<file path="config.mk">
export PLATFORM = sky130hd
export DESIGN_NAME = cstp_ctrl
export DESIGN_NICKNAME = d
export VERILOG_FILES = /design/src/hw/rtl/cstp_pkg.sv /design/src/hw/rtl/cstp_ctrl.sv
export SDC_FILE = /design/constraint.sdc
export NUM_CORES = 1
export LEC_CHECK = 0
export ABC_AREA = 1
export BUFFER_PORTS_ARGS = -buffer_cell sky130_fd_sc_hd__buf_2
export CAP_MARGIN = 25
export CELL_PAD_IN_SITES_DETAIL_PLACEMENT = 0
export CELL_PAD_IN_SITES_GLOBAL_PLACEMENT = 2
export CORE_ASPECT_RATIO = 0.7
export CORE_UTILIZATION = 17
export CTS_BUF_LIST = sky130_fd_sc_hd__clkbuf_16
export DETAILED_ROUTE_END_ITERATION = 16
export PLACE_DENSITY_LB_ADDON = 0.25
export SLEW_MARGIN = 25
export SYNTH_ARGS = -nofsm -noshare
export SYNTH_HDL_FRONTEND = slang
export SYNTH_SLANG_ARGS = --single-unit
export TNS_END_PERCENT = 50
</file>
<file path="constraint.sdc">
create_clock -name aclk -period 1.5 [get_ports aclk]
set_input_delay 0.15 -clock aclk [delete_from_list [all_inputs] [get_ports aclk]]
set_output_delay 0.15 -clock aclk [all_outputs]
set_load 0.005 [all_outputs]
</file>
<file path="src/hw/rtl/cstp_pkg.sv">
// Shared types, constants and codes of the call stack time profiler.
`default_nettype none
package cstp_pkg;
    localparam int STACK_DEPTH  = 64;
    localparam int FUNC_ENTRIES = 256;
    localparam int SW = $clog2(STACK_DEPTH);
    localparam int FW = $clog2(FUNC_ENTRIES);
    localparam int SP_ALIGN = 4;
    localparam int SP_SLACK = 256;

    localparam logic [1:0] OP_ENTER = 2'd0;
    localparam logic [1:0] OP_LEAVE = 2'd1;
    localparam logic [1:0] OP_READ  = 2'd2;
    localparam logic [1:0] OP_NONE  = 2'd3;

    localparam logic [2:0] ST_OK       = 3'd0;
    localparam logic [2:0] ST_MISMATCH = 3'd1;
    localparam logic [2:0] ST_STK_FULL = 3'd2;
    localparam logic [2:0] ST_TBL_FULL = 3'd3;
    localparam logic [2:0] ST_EMPTY    = 3'd4;

    typedef struct packed {
        logic [1:0]  operation;
        logic [31:0] func_address;
        logic [31:0] stack_pointer;
        logic [31:0] return_address;
        logic [63:0] timestamp;
        logic [7:0]  read_index;
    } in_word_t;

    typedef struct packed {
        logic [31:0] return_address_out;
        logic [6:0]  stack_level;
        logic [2:0]  status;
        logic        entry_valid;
        logic [31:0] entry_address;
        logic [63:0] call_count;
        logic [63:0] total_ticks;
        logic [63:0] pure_ticks;
    } out_word_t;

    // controller -> datapath commands
    typedef struct packed {
        logic load;       // latch input word
        logic scan_rd;    // read table at scan index
        logic scan_step;  // advance scan index
        logic alloc;      // write new table entry
        logic push;       // write frame and bump depth
        logic pop_rd;     // read top frame
        logic pop_trd;    // read table entry of the popped frame
        logic pop_wr;     // update table, caller, pop
        logic read_rd;    // read entry for op 2
        logic finish;     // form result word
    } cmd_t;

    // datapath -> controller status
    typedef struct packed {
        logic [1:0] op;
        logic       stack_full;
        logic       stack_empty;
        logic       table_full;
        logic       scan_done;   // scan index reached functions_known
        logic       scan_hit;    // registered table read matches
        logic       frame_match; // popped frame matched sp
        logic       now_empty;   // stack empty after pop
    } stat_t;
endpackage
`default_nettype wire

</file>
<file path="src/hw/rtl/cstp_ctrl.sv">
// Controller state machine of the call stack time profiler.
`default_nettype none
module cstp_ctrl (
    input  wire logic             aclk,
    input  wire logic             aresetn,
    input  wire logic             s_valid,
    output logic                  s_ready,
    output logic                  m_valid,
    input  wire logic             m_ready,
    input  wire cstp_pkg::stat_t  st,
    output cstp_pkg::cmd_t        cmd
);
    localparam logic [3:0] S_IDLE  = 4'd0;
    localparam logic [3:0] S_DISP  = 4'd1;
    localparam logic [3:0] S_SCAN  = 4'd2;
    localparam logic [3:0] S_SCHK  = 4'd3;
    localparam logic [3:0] S_PUSH  = 4'd4;
    localparam logic [3:0] S_PRD   = 4'd5;
    localparam logic [3:0] S_PWR   = 4'd6;
    localparam logic [3:0] S_RRD   = 4'd7;
    localparam logic [3:0] S_FIN   = 4'd8;
    localparam logic [3:0] S_OUT   = 4'd9;
    localparam logic [3:0] S_ALLOC = 4'd10;
    localparam logic [3:0] S_PTR   = 4'd11;

    logic [3:0] state_reg, state_next;

    always_ff @(posedge aclk) begin
        if (!aresetn) state_reg <= S_IDLE;
        else          state_reg <= state_next;
    end

    assign s_ready = aresetn && (state_reg == S_IDLE);
    assign m_valid = (state_reg == S_OUT);

    always_comb begin
        cmd = '0;
        state_next = state_reg;
        unique case (state_reg)
            S_IDLE: if (s_valid && s_ready) begin
                cmd.load = 1'b1;
                state_next = S_DISP;
            end
            S_DISP: begin
                if (st.op == cstp_pkg::OP_ENTER) begin
                    state_next = st.stack_full ? S_FIN : S_SCAN;
                end else if (st.op == cstp_pkg::OP_LEAVE) begin
                    state_next = st.stack_empty ? S_FIN : S_PRD;
                end else if (st.op == cstp_pkg::OP_READ) begin
                    state_next = S_RRD;
                end else begin
                    state_next = S_FIN;
                end
            end
            // linear lookup over the known functions
            S_SCAN: begin
                if (st.scan_done) begin
                    state_next = st.table_full ? S_FIN : S_ALLOC;
                end else begin
                    cmd.scan_rd = 1'b1;
                    state_next = S_SCHK;
                end
            end
            S_SCHK: begin
                if (st.scan_hit) begin
                    state_next = S_PUSH;
                end else begin
                    cmd.scan_step = 1'b1;
                    state_next = S_SCAN;
                end
            end
            S_ALLOC: begin
                cmd.alloc = 1'b1;
                state_next = S_PUSH;
            end
            S_PUSH: begin
                cmd.push = 1'b1;
                state_next = S_FIN;
            end
            // pop loop
            S_PRD: begin
                cmd.pop_rd = 1'b1;
                state_next = S_PTR;
            end
            S_PTR: begin
                cmd.pop_trd = 1'b1;
                state_next = S_PWR;
            end
            S_PWR: begin
                cmd.pop_wr = 1'b1;
                state_next = (st.frame_match || st.now_empty) ? S_FIN : S_PRD;
            end
            S_RRD: begin
                cmd.read_rd = 1'b1;
                state_next = S_FIN;
            end
            S_FIN: begin
                cmd.finish = 1'b1;
                state_next = S_OUT;
            end
            S_OUT: if (m_ready) state_next = S_IDLE;
            default: state_next = S_IDLE;
        endcase
    end
endmodule
`default_nettype wire

</file>
==> reports/qor.yml <==
run_status: "complete, no violations"
final_layout_size_suffix_gt1_share_pct: 31.25
timing.critical_path.slowest_cell_delay_ps: 340
cp.depth: 4
finClkSkew_ps: 2.226
yosys_warnings: 0
clock_sink_count: 4
port-buffer-count: 24
drc_markers: 0
post_cts_hold_buffer_count: 0
chipHeight_um: 43.98
critPathTopFamily: "simple AND/OR/NAND/NOR gates"
drt_first_pass_iters: 4
cts_inserted_buffers: 3
power_switching_share_pct: 36.93
final_period_minus_worst_setup_slack_ps: 1369
criticalPathCategory: "flop to output port"
path_buf_inv: 1
worst-endpoint-arrival_ps: 1220
final_period_util_pct: 91.29
cts.htree.levels: 1
drt-wirelength-per-cell_um: 8.757
max-clock-path-buffers: 2
postRouteWirelength_um: 1261
holdCritPathClass: "input port to flop"
post-place-ws_ps: 324.5
p_leak_nw: 0.4252
final_nets: 127
first_iter_violations: 12
layout.core_utilization_pct: 29.35
antenna_found_initial: 0
syn_inst: 85
layout.filler_cells: 273
finish_stage_setup_viols: 0
syn-num-nets: 98
syn_to_final_growth_pct: 54.97
power-per-cell-area_nw_per_um2: 1505
finalPower_mw: 0.9981
std_cell_rows: 14
ys_seq_elements: 4
worstSetupEndpointType: "output port"
p_seq_share_pct: 16.8
p_clk_share_pct: 41.4
globalplace.congestion: 0.7371
synth.top_cell.area_share_pct: 19.30
floorplan.io_pins: 25
initial_utilization_pct: 18.94
finalMaxSlewViolations: 0
worst-endpoint-required_ps: 1350
synth-seq-area-share_pct: 18.71
postLayoutSetupSlackWorst_ps: 130.6
report.final.hold_viol_count: 0
grt.overflow.total: 0
yosys-top-cells-area: "nand2_1 19%, dfxtp_1 19%, inv_1 18%"
netlist_area_um2: 427.9
netlist-cell-type-count: 15
comb_power_share_pct: 41.8
post_cts.resized_instances: 0
first_pass_grt_wire_length_um: 2049
timing.critical_path.slowest_stage_cell: "dfxtp_1"
p_int_mw: 0.6295
tightestPinTransition_ps: 255.4
highest_clock_frequency_the_design_can_meet_ghz: 0.7302
worstHoldPathCells: 3
synth_largest_area_cell: "nand2_1"
gr-usage-all-layers_pct: 10.48
layout.area.seq_um2: 80.08
rr_worst_depth: 8
critical_path.max_fanout: 5
maxCapViolations: 0
synthesis.area_per_instance_um2: 5.034
num_antenna_cells: 0
grt_pass1_vias: 527
cts_root_buf: "clkbuf_16"
multi_input_area_um2: 261.5
maximum_number_of_pins_on_one_net_before_global_route_repair: 6
routed_via_density: 3.833
dieArea_um2: 2725
critical_path.cell_chain: "nor2_1, nand2_1, nor3b_1, buf_2"
max-vdd-ir-drop_v: 0.0003464
unrepaired_setup_endpoints_after_global_routing: "no"
number_of_nets_with_antenna_violations_after_routing: 0
worst_setup_hold_path_clk_slew_ps: 30
switching_power_mw: 0.3686
setup_total_negative_slack_ps: 0
core_area_um2: 2260
cp-start-kind: "flop"
clock_insertion_delay_worst_skew_ps: 220
largest_register_ff_count: 4
dr_total_vias: 552
timing.slew.headroom_pct: 82.91
cts_setup_buffers: 0
place_hpwl_um: 1107
floorplan.die.width_um: 61.97
cts_tree: "done"
-- power groups by stage --
stage          logic [mW]  clock network, mW  registers, mW
2_1_floorplan       0.300                  0          0.163
3_3_place_gp        0.434                  0          0.168
3_5_place_dp        0.421                  0          0.168
4_1_cts             0.423              0.415          0.167
5_1_grt             0.487              0.429          0.173
6_report            0.417              0.413          0.168
-- worst paths after layout --
path	from	end	slack [ps]
worst max register to register	state_reg[2]	state_reg[0]	330
worst min register to register	state_reg[1]	state_reg[2]	610
worst min-delay path	aresetn	state_reg[1]	170
worst max-delay path	state_reg[1]	cmd[9]	130
-- cell usage after synthesis --
cell / instances
nand4_1: 1
a21oi_2: 1
a21oi_1: 4
dfxtp_1: 4
inv_1: 20
inv_2: 3
nor3b_1: 1
nand2_2: 2
nand2_1: 22
nand3_1: 6
nor2_2: 2
o211ai_1: 1
nor2_1: 16
nor3_1: 1
a41oi_1: 1
-- placed cells by master, fill, tap and decap left out --
| cell type | synthesis | final |
|---|---|---|
| dfxtp_1 | 4 | 4 |
| clkbuf_16 | 0 | 3 |
| inv_2 | 3 | 3 |
| nand2_1 | 22 | 22 |
| a41oi_1 | 1 | 1 |
| nor3b_1 | 1 | 1 |
| a21oi_2 | 1 | 1 |
| nand4_1 | 1 | 1 |
| nand3_1 | 6 | 6 |
| nand2_2 | 2 | 2 |
| inv_1 | 20 | 20 |
| nor3_1 | 1 | 1 |
| nor2_1 | 16 | 16 |
| nor2_2 | 2 | 2 |
| buf_2 | 0 | 24 |
| a21oi_1 | 4 | 4 |
| o211ai_1 | 1 | 1 |
-- worst reg2reg max path: stages (launching register included) --
cell and delay (ps):
dfxtp_1 350, inv_1 70, nor2_1 190, nand3_1 150, nand2_1 90, nor2_1 40
nand2_1 50, nand2_1 60, a21oi_2 120
-- area by class of cell --
type / count / area share (%)
Clock buffer: 3 / 11.32
Inverter: 23 / 13.02
Multi-Input combinational cell: 58 / 39.43
Sequential cell: 4 / 12.08
Tap cell: 32 / 6.038
Timing Repair Buffer: 24 / 18.11
-- layer usage --
metal | part of all wire (%) | wire length [um] | global-route usage, % | up-vias
li1 | - | - | - | 308
met1 | 53 | 664 | 14.23 | 220
met2 | 38 | 482 | 15.11 | 22
met3 | 7.8 | 98 | 2.687 | 2
met4 | 1.2 | 15 | 5.333 | 0
met5 | 0 | 0 | 0 | -
-- stage by stage --
stage	cells	instance area [um^2]	hold WS (ps)
2_1_floorplan	85	427.9	247.6
3_3_place_gp	141	588.1	409.1
3_5_place_dp	141	588.1	399.5
4_1_cts	144	663.1	171.4
5_1_grt	144	663.1	187.1
6_report	144	663.1	169.7
-- cells by family after synthesis --
group,Yosys count,share of synthesized area (%)
AND/OR/NAND/NOR,51,50.59
buffers and inverters,23,20.17
AO/OA/AOI/OAI,7,10.53
flip-flops,4,18.71
(Power assumes the default switching activity.)
